<file path="src/design/lri_pkg.sv">
// shared types and constants of the line resampler
package lri_pkg;

  localparam int unsigned STEP_W   = 24;
  localparam int unsigned ALPHA_W  = 16;
  localparam int unsigned LEN_W    = 11;
  localparam int unsigned PIX_W    = 8;
  localparam int unsigned LIDX_W   = 10;
  localparam int unsigned POS_W    = 40;
  localparam int unsigned FRAC_W   = 16;
  localparam int unsigned DIST_W   = 18;
  localparam int unsigned CFG_W    = 24;
  localparam int unsigned CIDX_W   = 2;
  localparam int unsigned NTAPS    = 4;

  localparam int unsigned LINE_DEPTH_DEF     = 1024;
  localparam int unsigned OUT_INDEX_BITS_DEF = 12;
  localparam int unsigned QUEUE_DEPTH        = 4;

  localparam logic [CIDX_W-1:0] REG_MODE   = 2'd0;
  localparam logic [CIDX_W-1:0] REG_STEP   = 2'd1;
  localparam logic [CIDX_W-1:0] REG_ALPHA  = 2'd2;
  localparam logic [CIDX_W-1:0] REG_LENGTH = 2'd3;

  localparam logic KIND_LOAD    = 1'b0;
  localparam logic KIND_COMPUTE = 1'b1;

  localparam logic [DIST_W-1:0] ONE_Q16 = 18'h10000;
  localparam logic [DIST_W-1:0] TWO_Q16 = 18'h20000;

  typedef enum logic [1:0] {
    MODE_NEAREST,
    MODE_BILINEAR,
    MODE_CUBIC,
    MODE_BSPLINE
  } mode_e;

  typedef struct packed {
    mode_e                      mode;
    logic [STEP_W-1:0]          step;
    logic signed [ALPHA_W-1:0]  alpha;
    logic [LEN_W-1:0]           source_length;
  } cfg_t;

  typedef struct packed {
    logic               kind;
    logic [LIDX_W-1:0]  load_index;
    logic [PIX_W-1:0]   pixel;
    logic [POS_W-1:0]   pos;
  } item_t;

endpackage

</file>
<file path="src/design/lri_queue.sv">
// short request queue between front and back end
module lri_queue (
  input  logic           clk_i,
  input  logic           rst_ni,
  input  logic           push_i,
  input  lri_pkg::item_t item_i,
  output logic           ready_o,
  output logic           valid_o,
  input  logic           pop_i,
  output lri_pkg::item_t item_o
);
  import lri_pkg::*;

  localparam int unsigned PW = $clog2(QUEUE_DEPTH);
  localparam int unsigned CW = $clog2(QUEUE_DEPTH + 1);

  item_t         slot_q [QUEUE_DEPTH];
  logic [PW-1:0] wr_ptr_q, rd_ptr_q;
  logic [CW-1:0] count_q;
  logic          do_push, do_pop;

  assign ready_o = count_q != CW'(QUEUE_DEPTH);
  assign valid_o = count_q != '0;
  assign item_o  = slot_q[rd_ptr_q];
  assign do_push = push_i & ready_o;
  assign do_pop  = pop_i & valid_o;

  always_ff @(posedge clk_i or negedge rst_ni) begin
    if (!rst_ni) begin
      wr_ptr_q <= '0;
      rd_ptr_q <= '0;
      count_q  <= '0;
    end else begin
      if (do_push) wr_ptr_q <= wr_ptr_q + PW'(1);
      if (do_pop)  rd_ptr_q <= rd_ptr_q + PW'(1);
      if (do_push && !do_pop) begin
        count_q <= count_q + CW'(1);
      end else if (!do_push && do_pop) begin
        count_q <= count_q - CW'(1);
      end
    end
  end

  always_ff @(posedge clk_i) begin
    if (do_push) begin
      slot_q[wr_ptr_q] <= item_i;
    end
  end

endmodule

</file>
<file path="config.mk">
export PLATFORM = sky130hd
export DESIGN_NAME = lri_queue
export DESIGN_NICKNAME = d
export VERILOG_FILES = /design/src/design/lri_pkg.sv /design/src/design/lri_queue.sv
export SDC_FILE = /design/constraint.sdc
export NUM_CORES = 1
export LEC_CHECK = 0
export BUFFER_PORTS_ARGS = -buffer_cell sky130_fd_sc_hd__buf_2
export CAP_MARGIN = 20
export CORE_AREA = 4 4 131 133
export CTS_BUF_LIST = sky130_fd_sc_hd__clkbuf_16
export DETAILED_ROUTE_END_ITERATION = 10
export DIE_AREA = 0 0 135 137
export PLACE_DENSITY_LB_ADDON = 0.1
export SLEW_MARGIN = 25
export SYNTH_ARGS = -nofsm -noshare
export SYNTH_HDL_FRONTEND = slang
export SYNTH_SLANG_ARGS = --single-unit
</file>
<file path="constraint.sdc">
create_clock -name clk_i -period 3.6 [get_ports clk_i]
set_clock_uncertainty 0.1 [all_clocks]
set_input_delay 0.72 -clock clk_i [delete_from_list [all_inputs] [get_ports clk_i]]
set_output_delay 0.72 -clock clk_i [all_outputs]
set_load 0.01 [all_outputs]
</file>
* Word level (Yosys, flattened, before mapping)
Memories as Yosys holds them, arrays and structs flattened.
Index checks and enable logic that the tools add are counted.
** Word-level totals
- Flip-flop bits (word level) :: 7
- Bits of input ports :: 63
- Output and inout port bits :: 61
- RAM bits :: 236
- Word-level logic and storage cells :: 21
- Memories kept :: 1
** Memories
- slot_q :: depth 4, width 59, rd ports 1, clocked after Yosys merged registers in 0, wr ports 1, line lri_queue.sv:17 : item_t slot_q [QUEUE_DEPTH];
** Cells by class
- Muxes and demuxes :: 4
- Eq/ne operators :: 1
- Bitwise logic cells :: 2
- Add/sub/neg operators :: 4
- Reduce and logical (&&, ||, !) cells :: 6
** Operators with widths (number)
- $mux W3 :: 2
- $add A2 B1 Y2 const B :: 2
- $add A3 B1 Y3 const B :: 1
- $ne A3 B3 Y1 const B :: 1
- $reduce_bool A3 Y1 :: 1
- $sub A3 B1 Y3 const B :: 1
- $and A1 B1 Y1 :: 2
- $logic_and A1 B1 Y1 :: 2
- $logic_not A1 Y1 :: 2
- $mux W1 :: 2
- $reduce_bool A2 Y1 :: 1

* Longest topological paths before layout
- Word-level depth :: 6
- Depth in mapped cells :: 8

* Least setup slack after synthesis
Ideal clock, no wire load.
- Path type :: in2reg
- From :: input push_i
- To :: memory slot_q[0][0] in the netlist's numbering, enable pin
- Required time :: 3.077 ns
- Library setup time :: 0.423 ns
- Arrival time :: 2.419 ns
- Stages :: 2
- Slack :: 0.658 ns
- Path through :: a21boi_2 and2_1
** Between the ends
- Word-level cells in the longest chain between the ends :: 3
** RTL lines
- start, declared :: line lri_queue.sv:5 : input logic push_i,
- $and A1 B1 Y1 :: line lri_queue.sv:25 : assign do_push = push_i & ready_o;
- $mux W1 :: line lri_queue.sv:45 : if (do_push) begin
- $mux W1 (not written as such) :: line lri_queue.sv:46 : slot_q[wr_ptr_q] <= item_i;
- end, declared :: line lri_queue.sv:17
No other way between the ends.

==> impl_metrics.json <==
{
  "final_common_cell": "edfxtp_1",
  "io_pins": 124,
  "dr.pass1.iters": 4,
  "nNetsFinal": 556,
  "htree_num_levels": 1,
  "num_vias": 3963,
  "hold_viol_final": 0,
  "power_density_mw_per_mm2": 830,
  "grt_pass1_vias": 4292,
  "critPathArrivalTime_ps": 2290,
  "hold-worst-slack_ps": 328,
  "p_int_mw": 6.35,
  "rsz0062_at_grt": "no",
  "max-vdd-ir-drop_uv": 522,
  "antenna_found_initial": 2,
  "power.total_mw": 8.82,
  "syn_inst": 344,
  "root_buffer": "clkbuf_16",
  "cts_buffers": 24,
  "die_h_um": 137,
  "yosysWarnings": 0,
  "maxSlewViolCount": 0,
  "worst_slew_margin_rel_pct": 60.1,
  "ys_seq_area_share_pct": 80.8,
  "tightest_slew_ps": 598,
  "wl_per_cell_um": 21.3,
  "cp_max_fo": 25,
  "gp_routability_congestion": 0.707,
  "grt_pass1_wl_um": 23700,
  "antenna_left": 0,
  "dp_hpwl_um": 9040,
  "fmax_ghz": 0.322,
  "cp-start-kind": "flip-flop",
  "coreArea_mm2": 0.0158,
  "overflow": 0,
  "drv_cap": 0,
  "leakage_nw": 3.67,
  "fin_util_pct": 67.2,
  "ctsResizeCount": 0,
  "postSynthAreaPerCell_um2": 26.1,
  "path_clk_slew_ps": 60,
  "drtIter0Drc": 155,
  "netlist-cell-type-count": 20,
  "grt_usage_pct": 17.0,
  "pwr-share-comb_pct": 28.0,
  "num_rows": 46,
  "setup.worst_path.start": "rd_ptr_q[0]",
  "power_switching_mw": 2.47,
  "clk-insertion-delay-late_ps": 500,
  "cts_tree": "built",
  "whs_path_depth": 1,
  "clock_sinks": 243,
  "timing.final.crit_share_pct": 86.3,
  "cts_buffer_depth": 3,
  "rr_startpoint": "count_q[1]",
  "die_area_mm2": 0.0185,
  "rr_worst_depth": 8,
  "grt_max_degree": 44,
  "ys_seq_elements": 243,
  "hold_path.class": "in -> reg",
  "area_growth_pct": 18.2,
  "p_clk_share_pct": 26.6,
  "viasPerCell": 5.51,
  "synthesis.area_mm2": 0.00899,
  "io_buffers": 123,
  "hold_buffers": 1,
  "drc_errors": 0,
  "finalCriticalPeriod_ps": 3110,
  "setup_viol": 0,
  "post-cts-setup-buffers": 0,
  "cp-end-kind": "output pin",
  "fin_tns_setup_ps": 0,
  "criticalPathCategory": "reg -> out",
  "drive_above_1_share_pct": 45.7,
  "p_sw_share_pct": 28.0,
  "worstPathRequired_ps": 2780,
  "final_cell_mix": "edfxtp_1, buf_2, mux4_2, clkbuf_16, inv_1",
  "syn_nets": 413,
  "start_util_pct": 56.8,
  "diodes": 0,
  "hold_start": "item_i[1]",
  "status": "finished, final reports clean",
  "finalWirelength_um": 15300,
  "power_frac_seq_pct": 45.5,
  "fp.dieW_um": 135
}
## sequential cells by signal, indices dropped and copies added, names as in the netlist
register,flops
slot_q,236
wr_ptr_q,2
count_q,3
rd_ptr_q,2
## per-stage QoR
step	std cells	cell area, um2	worst slack (ps)
after floorplan	344	8990	658
after global placement	676	9870	984
after detailed placement	676	9870	986
after CTS	719	10600	426
after global routing	719	10600	325
final	719	10600	493
## area by class of cell
cell class,count,area [um2]
Sequential cell,243,7270
Timing Repair Buffer,131,766
Fill cell,1013,5200
Clock inverter,17,126
Clock buffer,25,626
Multi-Input combinational cell,84,1560
Tap cell,216,270
Inverter,3,11.3
## Yosys cell counts
cell type | count | area share (%)
edfxtp_1 | 236 | 79
mux4_2 | 58 | 15
dfrtp_1 | 7 | 1.9
buf_12 | 6 | 1.3
buf_2 | 6 | 0.33
ha_1 | 5 | 0.70
and2_1 | 4 | 0.28
xnor2_1 | 4 | 0.39
inv_1 | 3 | 0.13
mux2_2 | 2 | 0.25
nand2_1 | 2 | 0.084
nor2_1 | 2 | 0.084
xor2_1 | 2 | 0.19
a21boi_2 | 1 | 0.13
buf_6 | 1 | 0.13
clkbuf_1 | 1 | 0.042
fa_1 | 1 | 0.22
mux4_1 | 1 | 0.29
nand3_1 | 1 | 0.056
or3_1 | 1 | 0.070
## routing by layer
layer | track usage, % | vias up | part of all wire [%]
met1 | 22.7 | 2063 | 40
li1 | - | 1755 | -
met3 | 4.78 | 22 | 7.8
met5 | 0 | - | 0.10
met2 | 28.4 | 119 | 50
met4 | 3.92 | 4 | 1.3
## power groups by stage
stage	Clock (mW)	Combinational (mW)	Sequential (mW)
2_1_floorplan	0	1.82	3.92
3_3_place_gp	0	2.51	4.04
3_5_place_dp	0	2.52	4.08
4_1_cts	2.40	2.54	4.02
5_1_grt	2.54	2.67	4.07
6_report	2.34	2.47	4.01
## cell families after synthesis
kind of cell	Yosys count	synth area share, %
xor+xnor	6	0.584
simple gates	10	0.571
flops	243	80.8
mux	61	15.1
buf+inv	17	1.96
fa+ha+maj	6	0.918
compound gates	1	0.125
## critical path, stage by stage, from the launching register on
cell     delay (ps)
dfrtp_4         770
buf_12          270
mux4_2          560
buf_2           170
## worst paths after layout
path,to,slack (ps)
max in group asynchronous,rd_ptr_q[0],2730
min in group asynchronous,count_q[2],490
hold reg to reg,count_q[2],430
setup reg to reg,count_q[2],1350
hold / removal,slot_q[2][1],330
setup / recovery,item_o[40],490
(Power assumes the default switching activity.)
