## src/design/lri_pkg.sv

```systemverilog
// shared types and constants of the line resampler
package lri_pkg;

  localparam int unsigned STEP_W   = 24;
  localparam int unsigned ALPHA_W  = 16;
  localparam int unsigned LEN_W    = 11;
  localparam int unsigned PIX_W    = 8;
  localparam int unsigned LIDX_W   = 10;
  localparam int unsigned POS_W    = 40;
  localparam int unsigned FRAC_W   = 16;
  localparam int unsigned DIST_W   = 18;
  localparam int unsigned CFG_W    = 24;
  localparam int unsigned CIDX_W   = 2;
  localparam int unsigned NTAPS    = 4;

  localparam int unsigned LINE_DEPTH_DEF     = 1024;
  localparam int unsigned OUT_INDEX_BITS_DEF = 12;
  localparam int unsigned QUEUE_DEPTH        = 4;

  localparam logic [CIDX_W-1:0] REG_MODE   = 2'd0;
  localparam logic [CIDX_W-1:0] REG_STEP   = 2'd1;
  localparam logic [CIDX_W-1:0] REG_ALPHA  = 2'd2;
  localparam logic [CIDX_W-1:0] REG_LENGTH = 2'd3;

  localparam logic KIND_LOAD    = 1'b0;
  localparam logic KIND_COMPUTE = 1'b1;

  localparam logic [DIST_W-1:0] ONE_Q16 = 18'h10000;
  localparam logic [DIST_W-1:0] TWO_Q16 = 18'h20000;

  typedef enum logic [1:0] {
    MODE_NEAREST,
    MODE_BILINEAR,
    MODE_CUBIC,
    MODE_BSPLINE
  } mode_e;

  typedef struct packed {
    mode_e                      mode;
    logic [STEP_W-1:0]          step;
    logic signed [ALPHA_W-1:0]  alpha;
    logic [LEN_W-1:0]           source_length;
  } cfg_t;

  typedef struct packed {
    logic               kind;
    logic [LIDX_W-1:0]  load_index;
    logic [PIX_W-1:0]   pixel;
    logic [POS_W-1:0]   pos;
  } item_t;

endpackage

```

## src/design/lri_front.sv

```systemverilog
// front end: request intake and source position multiply
module lri_front #(
  parameter int unsigned OUT_INDEX_BITS = lri_pkg::OUT_INDEX_BITS_DEF
) (
  input  logic                        clk_i,
  input  logic                        rst_ni,
  input  logic                        in_valid_i,
  output logic                        in_stall_o,
  input  logic                        kind_i,
  input  logic [lri_pkg::LIDX_W-1:0]  load_index_i,
  input  logic [lri_pkg::PIX_W-1:0]   pixel_in_i,
  input  logic [OUT_INDEX_BITS-1:0]   out_index_i,
  input  logic [lri_pkg::STEP_W-1:0]  step_i,
  output logic                        item_valid_o,
  input  logic                        item_ready_i,
  output lri_pkg::item_t              item_o
);
  import lri_pkg::*;

  localparam int unsigned PW = OUT_INDEX_BITS + STEP_W;

  logic          valid_q;
  item_t         item_q, item_d;
  logic [PW-1:0] prod;

  assign prod = PW'(out_index_i) * PW'(step_i);

  always_comb begin
    item_d.kind       = kind_i;
    item_d.load_index = load_index_i;
    item_d.pixel      = pixel_in_i;
    item_d.pos        = POS_W'(prod);
  end

  assign in_stall_o   = valid_q & ~item_ready_i;
  assign item_valid_o = valid_q;
  assign item_o       = item_q;

  always_ff @(posedge clk_i or negedge rst_ni) begin
    if (!rst_ni) begin
      valid_q <= 1'b0;
    end else if (!in_stall_o) begin
      valid_q <= in_valid_i;
    end
  end

  always_ff @(posedge clk_i) begin
    if (in_valid_i && !in_stall_o) begin
      item_q <= item_d;
    end
  end

endmodule

```

## config.mk

```make
export PLATFORM = sky130hd
export DESIGN_NAME = lri_front
export DESIGN_NICKNAME = d
export VERILOG_FILES = /design/src/design/lri_pkg.sv /design/src/design/lri_front.sv
export SDC_FILE = /design/constraint.sdc
export NUM_CORES = 1
export LEC_CHECK = 0
export ABC_AREA = 1
export ABC_CLOCK_PERIOD_IN_PS = 7900
export BUFFER_PORTS_ARGS = -buffer_cell sky130_fd_sc_hd__buf_2
export CAP_MARGIN = 15
export CORE_MARGIN = 3
export CORE_UTILIZATION = 68
export CTS_BUF_LIST = sky130_fd_sc_hd__clkbuf_2 sky130_fd_sc_hd__clkbuf_4 sky130_fd_sc_hd__clkbuf_8
export DETAILED_ROUTE_END_ITERATION = 10
export MAX_ROUTING_LAYER = met4
export PLACE_DENSITY = 0.95
export SKIP_CTS_REPAIR_TIMING = 1
export SLEW_MARGIN = 0
export SYNTH_ARGS = -nofsm -noshare
export SYNTH_HDL_FRONTEND = slang
export SYNTH_SLANG_ARGS = --single-unit
```

## constraint.sdc

```tcl
create_clock -name clk_i -period 7.9 [get_ports clk_i]
set_input_delay 1.185 -clock clk_i [delete_from_list [all_inputs] [get_ports clk_i]]
set_output_delay 1.185 -clock clk_i [all_outputs]
set_load 0.005 [all_outputs]
```

# After elaboration in Yosys (flattened, before gate mapping)
# Cells that the tools add are included.
# W data, S select, Z words.
[op_classes]
multipliers = 1
shifts = 0
div = 0
bitwise = 2
addsub = 0
reduce_logical = 2
order_cmp = 0
muxes = 0
n_eq_ne = 0
[ops]
columns = ["cell", "count"]
rows = [
  ["$mul A12 B24 Y36", 1],
  ["$and A1 B1 Y1", 1],
  ["$logic_and A1 B1 Y1", 1],
  ["$logic_not A1 Y1", 1],
  ["$not A1 Y1", 1],
]
[word_totals]
ff_bits = 56
latch_bits = 0
wordCells = 10
memories = 0
rom_bits = 0
inputBits = 59
ramBits = 0
out_inout_bits = 61

# Depth between registers and ports, before layout
# Gate-level depths: netlist of run 1.
[depth]
ltp_word = 4
ltp_mapped = 23
ltp_nobuf = 22

# Least setup slack after synthesis of run 1
# OpenSTA, ideal clock, no wires.
[synth_timing]
kind = "input-to-reg"
start = "in step_i[7] (netlist name)"
end = "reg item_q (netlist bit item_o[35]) (data pin)"
slack_ps = 2476
setup_ps = 252
t_arrival_ps = 5172
path_stages = 21
path_cell_list = "clkbuf_1 nand2_1 fa_1 fa_1 fa_1 inv_1 fa_1 inv_1 fa_1 inv_1 ha_1 nand2_2 inv_1 a21oi_1 nand2_2 nand2_1 nand2_2 nand2_1 nand2_1 nand2_1 nand2_1"
[synth_via]
elab_chain_len = 1
[synth_lines]
columns = ["item", "line_no", "rtl"]
rows = [
  ["from (decl)", "lri_front.sv:13", "input logic [lri_pkg::STEP_W-1:0] step_i,"],
  ["$mul A12 B24 Y36", "lri_front.sv:26", "assign prod = PW'(out_index_i) * PW'(step_i);"],
  ["named net prod[35]", "lri_front.sv:24", "logic [PW-1:0] prod;"],
  ["to (signal assigned)", "lri_front.sv:49", "item_q <= item_d;"],
  ["to (decl)", "lri_front.sv:23", "item_t item_q, item_d;"],
]
# The timed path passes the listed nets, and every way through them passes these cells.
# A chain may end at the register's enable or synchronous reset.

# Worst setup path in the final report of run 1
[layout_timing]
start = "in out_index_i[6]"
end = "reg item_q (netlist bit item_o[25]) (data pin)"
[layout_via]
elab_chain_len = 1
[layout_lines]
columns = ["item", "line_no", "rtl"]
rows = [
  ["from (decl)", "lri_front.sv:12", "input logic [OUT_INDEX_BITS-1:0] out_index_i,"],
  ["$mul A12 B24 Y36", "lri_front.sv:26", ""],
  ["named net prod[25]", "lri_front.sv:24", ""],
]
# The timed path passes the listed nets, and every way through them passes these cells.

==> results of run 1 <==
[metrics by stage]
step,utilization [%],worst slack [ns],hold WS (ns)
after global routing,74.2,1.86,0.563
after floorplan,-,2.48,0.483
after detailed placement,73.6,1.77,0.524
after global placement,73.6,1.91,0.468
after CTS,74.2,2.11,0.549
final,74.2,2.11,0.538
[cells by family after synthesis]
logic type               count (synthesis)
adder cells (fa/ha/maj)                294
buffers and inverters                  503
AO/OA/AOI/OAI                           25
flip-flops                              56
other                                    1
AND/OR/NAND/NOR                        605
XOR/XNOR                                16
[cell usage after synthesis]
cell,count,area share [%]
nand2_1,519,17
inv_1,451,15
fa_1,220,38
ha_1,74,8.0
edfxtp_1,55,14
clkbuf_1,48,1.6
nor2_1,41,1.3
nand3_1,27,1.2
a21oi_1,21,0.91
xor2_1,12,0.91
nand2_2,9,0.49
buf_4,4,0.26
nand4_1,4,0.22
xnor2_1,4,0.30
nor3_1,3,0.13
o21bai_1,2,0.13
a21o_1,1,0.065
conb_1,1,0.032
dfrtp_1,1,0.22
nand3_2,1,0.087
o21bai_2,1,0.098
or2_4,1,0.076
[critical path, cell delays in order]
cell,delay [ns]
buf_2,0.47
nand2_1,0.17
fa_1,0.56
inv_1,0.07
fa_1,0.57
fa_1,0.44
fa_1,0.51
inv_1,0.06
fa_1,0.49
inv_1,0.05
ha_1,0.34
nand2_1,0.14
inv_1,0.07
nand2_1,0.08
inv_1,0.08
a21oi_1,0.17
nand2_2,0.11
nand2_1,0.11
nand2_1,0.06
nand2_1,0.05
nand2_1,0.08
[path summary, 6_finish.rpt]
check,from,endpoint,slack [ns],cells after the start
min in group asynchronous,rst_ni,item_valid_o$_DFFE_PN0N_,0.62,1
worst max register to register,item_valid_o$_DFFE_PN0N_,item_o[9]$_DFFE_PP_,6.32,4
worst max-delay path,out_index_i[6],item_o[25]$_DFFE_PP_,2.11,21
worst min-delay path,item_valid_o$_DFFE_PN0N_,item_valid_o$_DFFE_PN0N_,0.54,2
max in group asynchronous,rst_ni,item_valid_o$_DFFE_PN0N_,7.20,1
worst min register to register,item_valid_o$_DFFE_PN0N_,item_valid_o$_DFFE_PN0N_,0.54,2
[metal layers]
layer  global-route usage, %  vias to the layer above  part of all wire, %
li1                        -                     4345                    -
met1                    35.1                     4569                   34
met2                    56.8                      456                   53
met3                    3.37                      149                  6.9
met4                    16.7                        0                  5.9
met5                       -                        -                    0
[layout make-up]
type / count / area [um^2] / share of cell area (%)
Clock buffer: 5 / 68.8 / 0.559
Clock inverter: 3 / 21.3 / 0.173
Inverter: 451 / 1690 / 13.8
Multi-Input combinational cell: 944 / 7980 / 64.9
Sequential cell: 56 / 1680 / 13.6
Tap cell: 220 / 275 / 2.24
Timing Repair Buffer: 116 / 583 / 4.74
[sequential cells by signal (all words and copies together) (netlist names)]
signal	count
item_o	55
item_valid_o	1
==> flow_metrics.env, run 1 <==
export IMPL_clk_path_buf_depth=2
export IMPL_gp_congestion=0.966
export IMPL_drc_errors=0
export IMPL_cp_required_ns=7.98
export IMPL_dpl_hpwl_um=21900
export IMPL_port_buffers=115
export IMPL_row_count=47
export IMPL_synth_compound_area_share_pct=1.20
export IMPL_final_max_slew_viol_count=0
export IMPL_fmax_mhz=173
export IMPL_end_kind="register"
export IMPL_fin_tns_setup_ns=0
export IMPL_hold_viol_final=0
export IMPL_root_buffer="clkbuf_8"
export IMPL_coreArea_mm2=0.0166
export IMPL_die_x_um=136
export IMPL_wl_per_cell_um=15.0
export IMPL_clk_latency_ns=0.32
export IMPL_dp_cells=1787
export IMPL_antenna_left=0
export IMPL_final_cell_mix="nand2_1 (519), inv_1 (451), fa_1 (220), buf_2 (115), ha_1 (74)"
export IMPL_ys_types=22
export IMPL_tightest_slew_ns=0.704
export IMPL_setup_viol=0
export IMPL_antenna_found_initial=0
export IMPL_synth_top_family_by_area="adder cells"
export IMPL_design_area_mm2=0.0123
export IMPL_grt_start_max_net_pins=56
export IMPL_yosys_area_share_simple_pct=20.4
export IMPL_drv_cap=0
export IMPL_finalCritPeriodShare_pct=73.3
export IMPL_routed_wl_um=27000
export IMPL_stdcell_count=1795
export IMPL_synthCells=1500
export IMPL_fin_worst_skew_ns=0.00213
export IMPL_path_class="in2reg"
export IMPL_cts_made_buffers=5
export IMPL_syn_area_mm2=0.0115
export IMPL_drt_iter0_markers=617
export IMPL_ys_ff_latch=56
export IMPL_startpoint_type="primary input"
export IMPL_antenna_cells=0
export IMPL_h_tree_depth=2
export IMPL_synthXorXnorAreaFrac_pct=1.21
export IMPL_clock_sinks=56
export IMPL_status="completed"
export IMPL_grt_pass1_vias=10258
export IMPL_io_pins=120
export IMPL_die_h_um=136
export IMPL_drt_pass1_iter_count=5
export IMPL_path_clk_slew_ns=0.10
export IMPL_rsz0062_at_grt="false"
export IMPL_grt_pass1_wl_um=45200
export IMPL_critPathMaxFanout=24
export IMPL_dpl_cell_area_mm2=0.0122
export IMPL_synth_fa_ha_area_share_pct=46.2
export IMPL_grt_usage_pct=31.8
export IMPL_slew_headroom_pct=53.1
export IMPL_die_area_mm2=0.0186
export IMPL_hp_class="reg2reg"
export IMPL_vias=9519
export IMPL_final_common_cell="nand2_1"
export IMPL_fin_crit_ns=5.79
export IMPL_synth_mux_area_fraction_pct=0
export IMPL_drive_above_1_share_pct=8.70
export IMPL_grt_overflow=0
export IMPL_yosysSeqAreaShare_pct=14.5
export IMPL_layout_nets=1927
export IMPL_start_util_pct=69.6
export IMPL_tritoncts="yes"
export IMPL_yosysWarningCount=0
export IMPL_fillers=1178
export IMPL_avgViaCountPerCell=5.30
export IMPL_syn_area_per_cell_um2=7.70
export IMPL_worst_ep_arrival_time_ns=5.87
export IMPL_area_delta_synth_final_pct=6.56
Power of run 1 is left out: the tool's default activity adds up to more than one toggle a clock period on the data nets, which glitch-free logic cannot reach.
==> run 2: changes to the inputs <==
- ABC_CLOCK_PERIOD_IN_PS: 7900 -> 5600
- CORE_UTILIZATION: 68 -> 63
- PLACE_DENSITY: 0.95 -> 0.91
- clock period: 7.9 -> 5.6 ns (I/O delays scaled with it)
==> flow_metrics.env, run 2 (synthesized netlist as in run 1, its figures left out) <==
export IMPL_grtUsageMet1_pct=31.3
export IMPL_drv_cap=0
export IMPL_dpl_hpwl_um=22700
export IMPL_drt_iter0_markers=604
export IMPL_setup_viol=0
export IMPL_antenna_left=0
export IMPL_root_buffer="clkbuf_8"
export IMPL_area_delta_synth_final_pct=7.50
export IMPL_gp_congestion=0.943
export IMPL_grt_pass1_vias=10454
export IMPL_antenna_found_initial=0
export IMPL_tritoncts="yes"
export IMPL_die_area_mm2=0.0200
export IMPL_layout_nets=1937
export IMPL_critPathMaxFanout=21
export IMPL_clk_latency_ns=0.33
export IMPL_hold_viol_final=0
export IMPL_r2r_setup_slack_ns=3.61
export IMPL_port_buffers=115
export IMPL_die_h_um=141
export IMPL_die_x_um=141
export IMPL_final_cell_mix="nand2_1 (519), inv_1 (451), fa_1 (220), buf_2 (115), ha_1 (74)"
export IMPL_vias=9457
export IMPL_largest_reg_flops=55
export IMPL_row_count=48
export IMPL_routed_wl_um=27000
export IMPL_fin_worst_skew_ns=0.0116
export IMPL_grt_busiest_layer="met2"
export IMPL_cp_required_ns=5.70
export IMPL_grt_pass1_wl_um=46000
export IMPL_dpl_cell_area_mm2=0.0123
export IMPL_rsz0062_at_grt="false"
export IMPL_start_util_pct=65.6
export IMPL_clk_path_buf_depth=2
export IMPL_final_common_cell="nand2_1"
export IMPL_end_kind="register"
export IMPL_fmax_mhz=187
export IMPL_coreArea_mm2=0.0176
export IMPL_fin_crit_ns=5.34
export IMPL_path_clk_slew_ns=0.11
export IMPL_status="completed"
export IMPL_final_max_slew_viol_count=0
export IMPL_slew_headroom_pct=48.3
export IMPL_use_met3_pct=3.47
export IMPL_avgViaCountPerCell=5.22
export IMPL_final_util_pct=70.5
export IMPL_drc_errors=0
export IMPL_tightest_slew_ns=0.773
export IMPL_startpoint_type="primary input"
export IMPL_design_area_mm2=0.0124
export IMPL_wl_per_cell_um=14.9
export IMPL_hp_class="in2async"
export IMPL_met2_usage_pct=53.8
export IMPL_clock_sinks=56
export IMPL_path_class="in2reg"
export IMPL_finalCritPeriodShare_pct=95.3
export IMPL_io_pins=120
export IMPL_grt_start_max_net_pins=29
export IMPL_cts_made_buffers=5
export IMPL_fillers=1366
export IMPL_h_tree_depth=2
export IMPL_antenna_cells=0
export IMPL_worst_ep_arrival_time_ns=5.44
export IMPL_drive_above_1_share_pct=9.27
export IMPL_grt_overflow=0
export IMPL_grt_usage_pct=29.5
export IMPL_drt_pass1_iter_count=5
export IMPL_dp_cells=1802
export IMPL_stdcell_count=1810
==> run 2: cell types whose count changed in the layout (fill, tap and decap cells not counted) <==
cell      before  now
clkinv_2       1    0
inv_6          1    0
buf_4          1    9
clkbuf_4       0    1
buf_12         0    2
clkinv_4       0    1
==> run 2: worst paths after layout <==
path                                           from                        to  cells past startpoint
max reg2reg                item_valid_o$_DFFE_PN0N_      item_o[49]$_DFFE_PP_                      4
min                                          rst_ni  item_valid_o$_DFFE_PN0N_                      1
min in group clk_i         item_valid_o$_DFFE_PN0N_  item_valid_o$_DFFE_PN0N_                      2
max in group asynchronous                    rst_ni  item_valid_o$_DFFE_PN0N_                      1
min reg2reg                item_valid_o$_DFFE_PN0N_  item_valid_o$_DFFE_PN0N_                      2
max                                  out_index_i[6]      item_o[32]$_DFFE_PP_                     19
==> run 2: layout make-up <==
| class | instances | area [um^2] | share of cell area (%) |
|---|---|---|---|
| Inverter | 451 | 1690 | 13.6 |
| Tap cell | 225 | 282 | 2.27 |
| Multi-Input combinational cell | 944 | 7980 | 64.3 |
| Clock buffer | 6 | 76.3 | 0.615 |
| Timing Repair Buffer | 126 | 683 | 5.50 |
| Clock inverter | 2 | 16.3 | 0.131 |
| Sequential cell | 56 | 1680 | 13.5 |
==> run 2: per-stage QoR <==
step           setup WS [ns]  hold slack, ns  setup TNS, ns
2_1_floorplan          0.521           0.483              0
3_5_place_dp         -0.0606           0.496        -0.0826
5_1_grt               0.0514           0.251              0
4_1_cts                0.295           0.263              0
6_report               0.262           0.267              0
3_3_place_gp          0.0410           0.468              0
==> run 2: worst max-delay path, stage by stage <==
cell and delay (ns):
buf_2 0.39, nand2_1 0.15, fa_1 0.55, inv_1 0.05
fa_1 0.55, fa_1 0.45, fa_1 0.51, inv_1 0.06
fa_1 0.52, inv_1 0.05, ha_1 0.33, nand2_1 0.10
inv_1 0.06, a21oi_1 0.24, nand3_1 0.22, nand2_1 0.16
nand2_1 0.07, nand2_1 0.07, nand2_1 0.06
==> run 2: layer usage <==
layer,wire length [um],vias to the layer above
li1,-,4374
met1,9360,4513
met2,14400,433
met3,1790,137
met4,1470,0
met5,0,-
Power of run 2 is left out for the same reason.
==> run 3: changes to the inputs <==
- ABC_CLOCK_PERIOD_IN_PS: 5600 -> 6200
- CORE_MARGIN: 3 -> 1
- CORE_UTILIZATION: 63 -> 68
- PLACE_DENSITY: 0.91 -> 0.95
- clock period: 5.6 -> 6.2 ns (I/O delays scaled with it)
==> flow_metrics.env, run 3 (synthesized netlist as in run 1, its figures left out) <==
export IMPL_drt_pass1_iter_count=6
export IMPL_port_buffers=115
export IMPL_worst_ep_arrival_time_ns=5.62
export IMPL_clk_path_buf_depth=2
export IMPL_tritoncts="yes"
export IMPL_clock_sinks=56
export IMPL_startpoint_type="primary input"
export IMPL_regToRegEndpoint="item_o[33]$_DFFE_PP_"
export IMPL_crit_path_max_incr_delay_ns=0.57
export IMPL_die_h_um=132
export IMPL_coreArea_mm2=0.0166
export IMPL_largest_reg_flops=55
export IMPL_drive_above_1_share_pct=8.70
export IMPL_fin_crit_ns=5.54
export IMPL_antenna_cells=0
export IMPL_critPathMaxFanout=24
export IMPL_row_count=47
export IMPL_final_max_slew_viol_count=0
export IMPL_gp_congestion=0.950
export IMPL_final_common_cell="nand2_1"
export IMPL_fin_tns_setup_ns=0
export IMPL_routed_wl_um=27100
export IMPL_grt_start_max_net_pins=29
export IMPL_cts_made_buffers=5
export IMPL_hp_class="in2async"
export IMPL_multiInputGateArea_mm2=0.00798
export IMPL_grt_overflow=0
export IMPL_fillers=1192
export IMPL_fin_worst_skew_ns=0.00620
export IMPL_dpl_hpwl_um=22300
export IMPL_die_area_mm2=0.0175
export IMPL_slew_headroom_pct=50.4
export IMPL_drc_errors=0
export IMPL_cp_required_ns=6.28
export IMPL_drv_cap=0
export IMPL_drt_iter0_markers=705
export IMPL_crit_slowest_cell="fa_1"
export IMPL_r2r_cells=4
export IMPL_area_delta_synth_final_pct=6.58
export IMPL_grt_pass1_vias=10538
export IMPL_r2r_start="item_valid_o$_DFFE_PN0N_"
export IMPL_worstPathCellList="buf_2 > nand2_1 > fa_1 > inv_1 > fa_1 > fa_1 > fa_1 > inv_1 > fa_1 > inv_1 > ha_1 > nand2_1 > nor2_1 > nand3_1 > nand3_1 > nand2_1 > nand3_1 > nand2_1"
export IMPL_end_kind="register"
export IMPL_cp_common_cell="fa_1"
export IMPL_regArea_mm2=0.00168
export IMPL_h_tree_depth=2
export IMPL_antenna_found_initial=0
export IMPL_grt_usage_pct=35.1
export IMPL_avgViaCountPerCell=5.37
export IMPL_setup_viol=0
export IMPL_start_util_pct=69.6
export IMPL_tightest_slew_ns=0.742
export IMPL_path_clk_slew_ns=0.11
export IMPL_startpoint="out_index_i[6]"
export IMPL_vias=9645
export IMPL_io_pins=120
export IMPL_die_x_um=132
export IMPL_critPathTopFamily="adder cells"
export IMPL_timing_final_ws_setup_ns=0.663
export IMPL_r2r_setup_slack_ns=4.27
export IMPL_pre_cts_ws_ns=0.350
export IMPL_crit_buf_inv=4
export IMPL_wl_per_cell_um=15.1
export IMPL_fmax_mhz=181
export IMPL_layout_nets=1927
export IMPL_hold_viol_final=0
export IMPL_root_buffer="clkbuf_8"
export IMPL_grt_pass1_wl_um=46500
export IMPL_antenna_left=0
export IMPL_clk_latency_ns=0.32
export IMPL_final_cell_mix="nand2_1 (519), inv_1 (451), fa_1 (220), buf_2 (115), ha_1 (74)"
export IMPL_path_class="in2reg"
export IMPL_finalCritPeriodShare_pct=89.3
export IMPL_rsz0062_at_grt="false"
export IMPL_final_util_pct=74.2
export IMPL_status="completed"
[run 3: per-stage QoR]
stage | hold WS [ns] | cell area [um^2] | cells
global placement | 0.468 | 12200 | 1787
global route | 0.349 | 12300 | 1795
detailed placement | 0.491 | 12200 | 1787
finish | 0.356 | 12300 | 1795
floorplan | 0.483 | 11600 | 1503
CTS | 0.352 | 12300 | 1795
[run 3: worst max-delay path by stage]
stage / endpoint / slack, ns / cells after the start
5_1_grt: item_o[24]$_DFFE_PP_ / 0.47 / 18
3_5_place_dp: item_o[24]$_DFFE_PP_ / 0.35 / 18
6_report: item_o[24]$_DFFE_PP_ / 0.66 / 18
2_1_floorplan: item_o[35]$_DFFE_PP_ / 1.03 / 21
4_1_cts: item_o[24]$_DFFE_PP_ / 0.70 / 18
3_3_place_gp: item_o[32]$_DFFE_PP_ / 0.49 / 19
[run 3: cell type report]
cell class,instances,share of cell area [%]
Clock buffer,6,0.620
Timing Repair Buffer,116,4.74
Sequential cell,56,13.6
Inverter,451,13.8
Tap cell,220,2.24
Multi-Input combinational cell,944,64.9
Clock inverter,2,0.132
[run 3: worst register-to-register path, stage by stage, from the launching register on]
cell and delay [ns]:
dfrtp_1 0.39, nand2_1 0.08, inv_1 0.07, nor2_4 0.57, buf_4 0.48
[run 3: per-layer routing]
metal / wire length [um] / GRT usage [%] / up-vias
met5: 0 / - / -
met4: 1830 / 23.9 / 0
met3: 1820 / 4.84 / 171
met2: 14400 / 62.2 / 521
met1: 9080 / 36.0 / 4608
li1: - / - / 4345
Power of run 3 is left out for the same reason.
